## src/rtl/uer_pkg.sv

```systemverilog
// ----------------------------------------------------------------------------
// uer_pkg
// Shared types and constants of the ultrasonic echo ranger.
// ----------------------------------------------------------------------------
package uer_pkg;

  localparam int unsigned RegWidth   = 16;
  localparam int unsigned StampWidth = 16;
  localparam int unsigned DistWidth  = 24;
  localparam int unsigned CfgIdxWidth = 3;

  localparam logic [CfgIdxWidth-1:0] RegTriggerPeriod = 3'd0;
  localparam logic [CfgIdxWidth-1:0] RegEchoTimeout   = 3'd1;
  localparam logic [CfgIdxWidth-1:0] RegStaleLimit    = 3'd2;
  localparam logic [CfgIdxWidth-1:0] RegMinWidth      = 3'd3;
  localparam logic [CfgIdxWidth-1:0] RegMaxWidth      = 3'd4;
  localparam logic [CfgIdxWidth-1:0] RegScale         = 3'd5;

  localparam logic [RegWidth-1:0] TriggerPeriodRst = 16'd100;
  localparam logic [RegWidth-1:0] EchoTimeoutRst   = 16'd30;
  localparam logic [RegWidth-1:0] StaleLimitRst    = 16'd300;
  localparam logic [RegWidth-1:0] MinWidthRst      = 16'd117;
  localparam logic [RegWidth-1:0] MaxWidthRst      = 16'd23323;
  localparam logic [RegWidth-1:0] ScaleRst         = 16'd1124;

  typedef struct packed {
    logic                 trigger_start;
    logic                 measuring;
    logic [DistWidth-1:0] distance;
    logic                 distance_ok;
  } result_t;

endpackage

```

## src/rtl/uer_core.sv

```systemverilog
// ----------------------------------------------------------------------------
// uer_core
// Configuration registers, ranging state and the state update per accepted item.
// ----------------------------------------------------------------------------
module uer_core #(
  parameter int unsigned TIME_WIDTH = 32
) (
  input  logic                               clk_i,
  input  logic                               rst_ni,
  input  logic                               cfg_we_i,
  input  logic [uer_pkg::CfgIdxWidth-1:0]    cfg_index_i,
  input  logic [uer_pkg::RegWidth-1:0]       cfg_data_i,
  input  logic                               fire_i,
  input  logic                               operation_i,
  input  logic                               rise_seen_i,
  input  logic                               fall_seen_i,
  input  logic                               overrun_i,
  input  logic [uer_pkg::StampWidth-1:0]     rise_time_i,
  input  logic [uer_pkg::StampWidth-1:0]     fall_time_i,
  input  logic                               echo_high_i,
  output uer_pkg::result_t                   res_o
);

  logic [uer_pkg::RegWidth-1:0] period_q, timeout_q, stale_q, min_w_q, max_w_q, scale_q;

  logic [TIME_WIDTH-1:0] now_q, now_d, win_q, win_d, finish_q, finish_d, good_q, good_d;
  logic waiting_q, waiting_d, have_rise_q, have_rise_d, done_q, done_d, bad_q, bad_d;
  logic valid_q, valid_d;
  logic [uer_pkg::StampWidth-1:0] rise_stamp_q, rise_stamp_d, width_q, width_d;
  logic [uer_pkg::DistWidth-1:0]  dist_q, dist_d;

  logic [TIME_WIDTH-1:0] timeout_ext, period_ext, stale_ext;
  logic [2*uer_pkg::RegWidth-1:0] product;

  assign timeout_ext = TIME_WIDTH'(timeout_q);
  assign period_ext  = TIME_WIDTH'(period_q);
  assign stale_ext   = TIME_WIDTH'(stale_q);
  assign product     = (2*uer_pkg::RegWidth)'(width_q) * (2*uer_pkg::RegWidth)'(scale_q);

  always_ff @(posedge clk_i or negedge rst_ni) begin
    if (!rst_ni) begin
      period_q  <= uer_pkg::TriggerPeriodRst;
      timeout_q <= uer_pkg::EchoTimeoutRst;
      stale_q   <= uer_pkg::StaleLimitRst;
      min_w_q   <= uer_pkg::MinWidthRst;
      max_w_q   <= uer_pkg::MaxWidthRst;
      scale_q   <= uer_pkg::ScaleRst;
    end else if (cfg_we_i) begin
      unique case (cfg_index_i)
        uer_pkg::RegTriggerPeriod: period_q  <= cfg_data_i;
        uer_pkg::RegEchoTimeout:   timeout_q <= cfg_data_i;
        uer_pkg::RegStaleLimit:    stale_q   <= cfg_data_i;
        uer_pkg::RegMinWidth:      min_w_q   <= cfg_data_i;
        uer_pkg::RegMaxWidth:      max_w_q   <= cfg_data_i;
        uer_pkg::RegScale:         scale_q   <= cfg_data_i;
        default: ;
      endcase
    end
  end

  always_comb begin
    logic hr;
    logic acc;
    now_d        = now_q;
    win_d        = win_q;
    finish_d     = finish_q;
    good_d       = good_q;
    waiting_d    = waiting_q;
    have_rise_d  = have_rise_q;
    done_d       = done_q;
    bad_d        = bad_q;
    valid_d      = valid_q;
    rise_stamp_d = rise_stamp_q;
    width_d      = width_q;
    dist_d       = dist_q;
    hr           = have_rise_q;
    acc          = 1'b0;
    res_o.trigger_start = 1'b0;

    if (operation_i) begin
      now_d = now_q + TIME_WIDTH'(1);
      if (waiting_q) begin
        if (done_q) begin
          waiting_d = 1'b0;
          acc = !bad_q && ((finish_q - win_q) < timeout_ext)
                && (width_q >= min_w_q) && (width_q <= max_w_q);
          valid_d = acc;
          if (acc) begin
            dist_d = product[uer_pkg::DistWidth+7:8];
            good_d = finish_q;
          end
        end else if ((now_d - win_q) >= timeout_ext) begin
          waiting_d = 1'b0;
          valid_d   = 1'b0;
        end
      end
      if (!waiting_d && ((now_d - win_q) >= period_ext)) begin
        win_d = now_d;
        if (echo_high_i) begin
          valid_d = 1'b0;
        end else begin
          have_rise_d = 1'b0;
          done_d      = 1'b0;
          bad_d       = 1'b0;
          waiting_d   = 1'b1;
          res_o.trigger_start = 1'b1;
        end
      end
    end else if (waiting_q && !done_q) begin
      if (overrun_i) begin
        bad_d  = 1'b1;
        done_d = 1'b1;
      end else begin
        if (rise_seen_i) begin
          if (have_rise_q) begin
            bad_d = 1'b1;
          end
          rise_stamp_d = rise_time_i;
          hr           = 1'b1;
          have_rise_d  = 1'b1;
        end
        if (fall_seen_i && hr) begin
          width_d  = fall_time_i - rise_stamp_d;
          finish_d = now_q;
          done_d   = 1'b1;
        end
      end
    end

    res_o.measuring   = waiting_d;
    res_o.distance_ok = valid_d && ((now_d - good_d) <= stale_ext);
    res_o.distance    = res_o.distance_ok ? dist_d : '0;
  end

  always_ff @(posedge clk_i or negedge rst_ni) begin
    if (!rst_ni) begin
      now_q        <= '0;
      win_q        <= '0;
      finish_q     <= '0;
      good_q       <= '0;
      waiting_q    <= 1'b0;
      have_rise_q  <= 1'b0;
      done_q       <= 1'b0;
      bad_q        <= 1'b0;
      valid_q      <= 1'b0;
      rise_stamp_q <= '0;
      width_q      <= '0;
      dist_q       <= '0;
    end else if (fire_i) begin
      now_q        <= now_d;
      win_q        <= win_d;
      finish_q     <= finish_d;
      good_q       <= good_d;
      waiting_q    <= waiting_d;
      have_rise_q  <= have_rise_d;
      done_q       <= done_d;
      bad_q        <= bad_d;
      valid_q      <= valid_d;
      rise_stamp_q <= rise_stamp_d;
      width_q      <= width_d;
      dist_q       <= dist_d;
    end
  end

endmodule

```

## src/rtl/ultrasonic_echo_ranger_unit.sv

```systemverilog
// ----------------------------------------------------------------------------
// ultrasonic_echo_ranger_unit
// Echo ranging controller: trigger scheduling, echo pairing, timeout,
// width check, fixed-point distance and staleness flag.
//
//   channel  direction  handshake              payload
//   in       input      in_valid_i/in_stall_o  operation, capture flags, stamps, echo
//   out      output     out_valid_o/out_stall_i trigger_start, measuring, distance, ok
//   cfg      input      cfg_we_i               cfg_index_i, cfg_data_i
//
// One item per cycle while in_stall_o is low; each transfer yields one registered result.
// The state update and the 16x16 distance multiply sit in the same cycle.
// Reset is asynchronous; the block is ready right after it.
// A two-entry output buffer absorbs stalls; in_stall_o rises only when both
// entries hold results.
// ----------------------------------------------------------------------------
module ultrasonic_echo_ranger_unit #(
  parameter int unsigned TIME_WIDTH = 32
) (
  input  logic                            clk_i,
  input  logic                            rst_ni,
  input  logic                            cfg_we_i,
  input  logic [uer_pkg::CfgIdxWidth-1:0] cfg_index_i,
  input  logic [uer_pkg::RegWidth-1:0]    cfg_data_i,
  input  logic                            in_valid_i,
  output logic                            in_stall_o,
  input  logic                            operation_i,
  input  logic                            rise_seen_i,
  input  logic                            fall_seen_i,
  input  logic                            overrun_i,
  input  logic [uer_pkg::StampWidth-1:0]  rise_time_i,
  input  logic [uer_pkg::StampWidth-1:0]  fall_time_i,
  input  logic                            echo_high_i,
  output logic                            out_valid_o,
  input  logic                            out_stall_i,
  output logic                            trigger_start_o,
  output logic                            measuring_o,
  output logic [uer_pkg::DistWidth-1:0]   distance_o,
  output logic                            distance_ok_o
);

  uer_pkg::result_t res, out_q, out_d, skid_q, skid_d;
  logic out_valid_q, out_valid_d, skid_valid_q, skid_valid_d;
  logic fire;

  assign in_stall_o = skid_valid_q;
  assign fire       = in_valid_i && !skid_valid_q;

  uer_core #(
    .TIME_WIDTH(TIME_WIDTH)
  ) u_core (
    .clk_i       (clk_i),
    .rst_ni      (rst_ni),
    .cfg_we_i    (cfg_we_i),
    .cfg_index_i (cfg_index_i),
    .cfg_data_i  (cfg_data_i),
    .fire_i      (fire),
    .operation_i (operation_i),
    .rise_seen_i (rise_seen_i),
    .fall_seen_i (fall_seen_i),
    .overrun_i   (overrun_i),
    .rise_time_i (rise_time_i),
    .fall_time_i (fall_time_i),
    .echo_high_i (echo_high_i),
    .res_o       (res)
  );

  always_comb begin
    out_d        = out_q;
    out_valid_d  = out_valid_q;
    skid_d       = skid_q;
    skid_valid_d = skid_valid_q;
    if (!out_valid_q || !out_stall_i) begin
      if (skid_valid_q) begin
        out_d        = skid_q;
        out_valid_d  = 1'b1;
        skid_valid_d = 1'b0;
      end else begin
        out_d       = res;
        out_valid_d = fire;
      end
    end else if (fire) begin
      skid_d       = res;
      skid_valid_d = 1'b1;
    end
  end

  always_ff @(posedge clk_i or negedge rst_ni) begin
    if (!rst_ni) begin
      out_valid_q  <= 1'b0;
      skid_valid_q <= 1'b0;
    end else begin
      out_valid_q  <= out_valid_d;
      skid_valid_q <= skid_valid_d;
    end
  end

  always_ff @(posedge clk_i) begin
    out_q  <= out_d;
    skid_q <= skid_d;
  end

  assign out_valid_o     = out_valid_q;
  assign trigger_start_o = out_q.trigger_start;
  assign measuring_o     = out_q.measuring;
  assign distance_o      = out_q.distance;
  assign distance_ok_o   = out_q.distance_ok;

  a_skid_needs_out: assert property (@(posedge clk_i) disable iff (!rst_ni)
    skid_valid_q |-> out_valid_q)
    else $error("skid entry held while output register empty");

  a_trigger_opens_window: assert property (@(posedge clk_i) disable iff (!rst_ni)
    (out_valid_q && out_q.trigger_start) |-> out_q.measuring)
    else $error("trigger reported without an open window");

  a_distance_gated: assert property (@(posedge clk_i) disable iff (!rst_ni)
    (out_valid_q && !out_q.distance_ok) |-> (out_q.distance == '0))
    else $error("distance shown while not ok");

  a_stalled_transfer_kept: assert property (@(posedge clk_i) disable iff (!rst_ni)
    (fire && out_valid_q && out_stall_i) |=> skid_valid_q)
    else $error("transfer during output stall not captured");

endmodule
```

## config.mk

```make
export PLATFORM = sky130hd
export DESIGN_NAME = ultrasonic_echo_ranger_unit
export DESIGN_NICKNAME = d
export VERILOG_FILES = /design/src/rtl/uer_pkg.sv /design/src/rtl/uer_core.sv /design/src/rtl/ultrasonic_echo_ranger_unit.sv
export SDC_FILE = /design/constraint.sdc
export NUM_CORES = 2
export LEC_CHECK = 0
export CAP_MARGIN = 0
export CORE_ASPECT_RATIO = 0.7
export CORE_UTILIZATION = 30
export CTS_CLUSTER_DIAMETER = 200
export DETAILED_ROUTE_END_ITERATION = 10
export DONT_BUFFER_PORTS = 1
export PLACE_DENSITY = 0.43
export SYNTH_ARGS = -nofsm -noshare
export SYNTH_HDL_FRONTEND = slang
export SYNTH_SLANG_ARGS = --single-unit
```

## constraint.sdc

```tcl
create_clock -name clk_i -period 14.1 [get_ports clk_i]
set_clock_uncertainty 0.1 [all_clocks]
set_input_delay 1.41 -clock clk_i [delete_from_list [all_inputs] [get_ports clk_i]]
set_output_delay 1.41 -clock clk_i [all_outputs]
set_load 0.02 [all_outputs]
```

==> impl_metrics.json <==
{
  "ys_async_sr_fraction": 0.842,
  "p_comb_frac": 0.655,
  "fillers": 10635,
  "synth_area_mm2": 0.0311,
  "antenna_found_initial": 6,
  "p_seq_frac": 0.191,
  "grt_pass1_wl_um": 150000,
  "cts_tree": "yes",
  "cellPowerDensity_mw_per_mm2": 215,
  "cts_buffers": 40,
  "worstMarginPinSlew_ps": 1060,
  "finalHoldViolations": 0,
  "first_global_vias": 22812,
  "rsz0062_at_grt": "no",
  "clock-sinks": 341,
  "setup_viol": 0,
  "insertion_delay_ps": 600,
  "leakagePower_nw": 15.8,
  "grt_max_degree": 288,
  "crit_path_end_kind": "flop",
  "cts.clk_slew.worst_paths_ps": 60,
  "fin_cells": 4777,
  "ys.flop_type": "dfrtp_1",
  "design_area_mm2": 0.0337,
  "dieArea_mm2": 0.105,
  "slowest_stage": "dfrtp_1",
  "grt_overflow": 0,
  "ir_drop_mv": 0.220,
  "cts_max_level": 2,
  "numPortBuffers": 0,
  "cts_resized": 0,
  "die_x_um": 387,
  "syn_inst": 3497,
  "core_mm2": 0.102,
  "synth_seq_cells": 341,
  "crit_top_cell": "a21oi_1",
  "pin_count": 90,
  "fin_tns_setup_ps": 0,
  "slew-limit-headroom": 0.296,
  "cts.path.max_buffers": 3,
  "slowest_delay_ps": 370,
  "drtPass1Iterations": 5,
  "cp_max_fo": 50,
  "min_from": "u_core.good_q[0]",
  "vias": 23612,
  "required_ps": 14410,
  "cts_hold_buf": 0,
  "p_sw_mw": 3.52,
  "max-cap-violations": 0,
  "syn2layout_area_growth_pct": 8.38,
  "placedCellCount": 4701,
  "clkPwrFrac": 0.154,
  "start_kind": "flop",
  "synth_edf_count": 54,
  "fmaxAchievable_mhz": 104,
  "internal_power_mw": 3.74,
  "layout-drive-gt1-share": 0.0672,
  "crit_start": "u_core.finish_q[0]",
  "r2r-start": "u_core.finish_q[0]",
  "wl_um": 98000,
  "drcViolationCount": 0,
  "min_period_ps": 9630,
  "drtIter0Drc": 1886,
  "syn_area_per_cell_um2": 8.89,
  "drv_slew": 0,
  "p_sw_frac": 0.484,
  "place_congestion": 0.873,
  "grt_use_total": 0.187,
  "ant_nets": 0,
  "ys_types": 90,
  "crit_type": "reg -> reg",
  "holdWs_ps": 376,
  "dpl.hpwl_um": 75700,
  "nNetsFinal": 3956,
  "start_util": 0.304,
  "post_cts_buffers": 0,
  "num_rows": 98,
  "hold_class": "reg -> reg",
  "syn-num-nets": 4060,
  "fp.dieH_um": 271,
  "dpl_cell_area_mm2": 0.0323,
  "cp.arrival_ps": 9940,
  "viasPerCell": 4.94,
  "ys_warn_count": 0,
  "seq_area_frac_synth": 0.284,
  "final.period_utilization": 0.683,
  "outcome": "finished clean",
  "clock-root-buffer": "clkbuf_16",
  "wl_per_cell_um": 20.5
}
==> power groups by stage <==
stage	Combinational (mW)	Sequential, mW	Clock, mW
floorplan	3.48	1.26	0
global placement	4.77	1.40	0
detailed placement	4.75	1.40	0
CTS	4.80	1.38	1.16
global route	5.45	1.41	1.19
finish	4.75	1.38	1.12
==> cell usage after synthesis, drive strengths merged (9+ instances only) <==
cell type / instances / area (µm²)
a2111oi: 10 / 95.1
a211o: 11 / 96.3
a211oi: 16 / 120
a21o: 56 / 420
a21oi: 182 / 926
a31oi: 13 / 81.3
and2: 93 / 584
and3: 15 / 93.8
and4: 9 / 81.3
buf: 37 / 214
clkbuf: 141 / 532
dfrtp: 258 / 6460
dfstp: 29 / 762
edfxtp: 54 / 1620
fa: 197 / 3940
ha: 305 / 3820
inv: 372 / 1400
mux2: 48 / 541
mux2i: 64 / 641
nand2: 577 / 2170
nand2b: 39 / 244
nand3: 40 / 200
nand4: 44 / 275
nor2: 177 / 664
nor2b: 31 / 194
nor3: 28 / 145
nor4: 12 / 75.1
o211ai: 30 / 239
o21a: 23 / 173
o21ai: 233 / 1170
o21bai: 13 / 97.6
o31ai: 39 / 413
or3: 10 / 62.6
xnor2: 122 / 1070
xor2: 65 / 569
==> flip-flops by register name, indices dropped and copies added, names as in the netlist, 16 cells and up <==
signal and count:
u_core.scale_q 16, u_core.width_q 16, u_core.good_q 32, u_core.min_w_q 16, u_core.stale_q 16, u_core.period_q 16
u_core.now_q 32, skid_q 27, u_core.win_q 32, u_core.timeout_q 16, distance_o 24, u_core.rise_stamp_q 16
u_core.finish_q 32, u_core.dist_q 24, u_core.max_w_q 16
==> layer usage <==
metal / share of wire / wire length (µm) / vias up / global-route usage
met5: 0.00013 / 13 / - / 0
met1: 0.58 / 56400 / 11405 / 0.324
met4: 0.013 / 1290 / 2 / 0.0300
li1: - / - / 11546 / -
met3: 0.071 / 6980 / 75 / 0.0395
met2: 0.34 / 33300 / 584 / 0.224
==> final timing paths <==
kind                                           to  slack, ps  cells past startpoint
max reg2reg                        distance_o[17]       4470                     48
max in group asynchronous  u_core.rise_stamp_q[9]      12670                      0
min in group asynchronous        u_core.now_q[27]        470                      0
min                              u_core.good_q[0]        380                      2
min reg2reg                      u_core.good_q[0]        380                      2
max                                distance_o[17]       4470                     48
==> metrics by stage <==
step / worst slack [ps] / total power [mW] / utilization
final: 4470 / 7.26 / 0.329
after global routing: 3520 / 8.04 / 0.329
after CTS: 4460 / 7.34 / 0.329
after detailed placement: 4530 / 6.15 / 0.316
after global placement: 4640 / 6.17 / 0.316
after floorplan: 5820 / 4.75 / -
==> layout by cell type, fill, tap and decap left out, types with 24 or more instances in the layout <==
| cell type | instances |
|---|---|
| nand2_1 | 577 |
| inv_1 | 372 |
| ha_1 | 305 |
| dfrtp_1 | 257 |
| o21ai_0 | 229 |
| fa_1 | 197 |
| a21oi_1 | 180 |
| nor2_1 | 175 |
| xnor2_1 | 122 |
| and2_1 | 92 |
| xor2_1 | 65 |
| mux2i_1 | 64 |
| a21o_1 | 56 |
| edfxtp_1 | 54 |
| mux2_2 | 48 |
| nand4_1 | 44 |
| clkbuf_16 | 42 |
| nand3_1 | 40 |
| nand2b_1 | 37 |
| buf_4 | 32 |
| nor2b_1 | 31 |
| o211ai_1 | 29 |
| dfstp_2 | 29 |
| nor3_1 | 25 |
| o31ai_2 | 24 |
==> cell families (layout without fill, tap and decap cells) <==
| logic type | count (synthesis) | in the layout | share of synthesized area |
|---|---|---|---|
| compound gates | 702 | 702 | 0.145 |
| xor+xnor | 188 | 188 | 0.0534 |
| fa+ha+maj | 502 | 502 | 0.249 |
| buf+inv | 550 | 478 | 0.0689 |
| flops | 341 | 341 | 0.284 |
| mux | 112 | 112 | 0.0380 |
| other cells | 0 | 2 | 0 |
| simple gates | 1102 | 1102 | 0.161 |
==> critical path: cells and delay by family, from the launching register on <==
family | cells | cell delay (ps)
compound gates | 21 | 3980
xor+xnor | 2 | 290
fa+ha+maj | 5 | 1250
buf+inv | 3 | 670
flops | 1 | 370
mux | 1 | 250
simple gates | 16 | 2490
==> final cells by class <==
cell class                 count  area, µm²  share of cell area
multi-input combinational   2606      20200               0.598
timing repair buffer          32        240             0.00713
clock inverter                14        168             0.00497
antenna                        2       5.00            0.000148
inverter                     372       1400              0.0414
clock buffer                  60       1210              0.0359
sequential                   341       8840               0.262
tap                         1350       1690              0.0501
(Power assumes the default switching activity.)
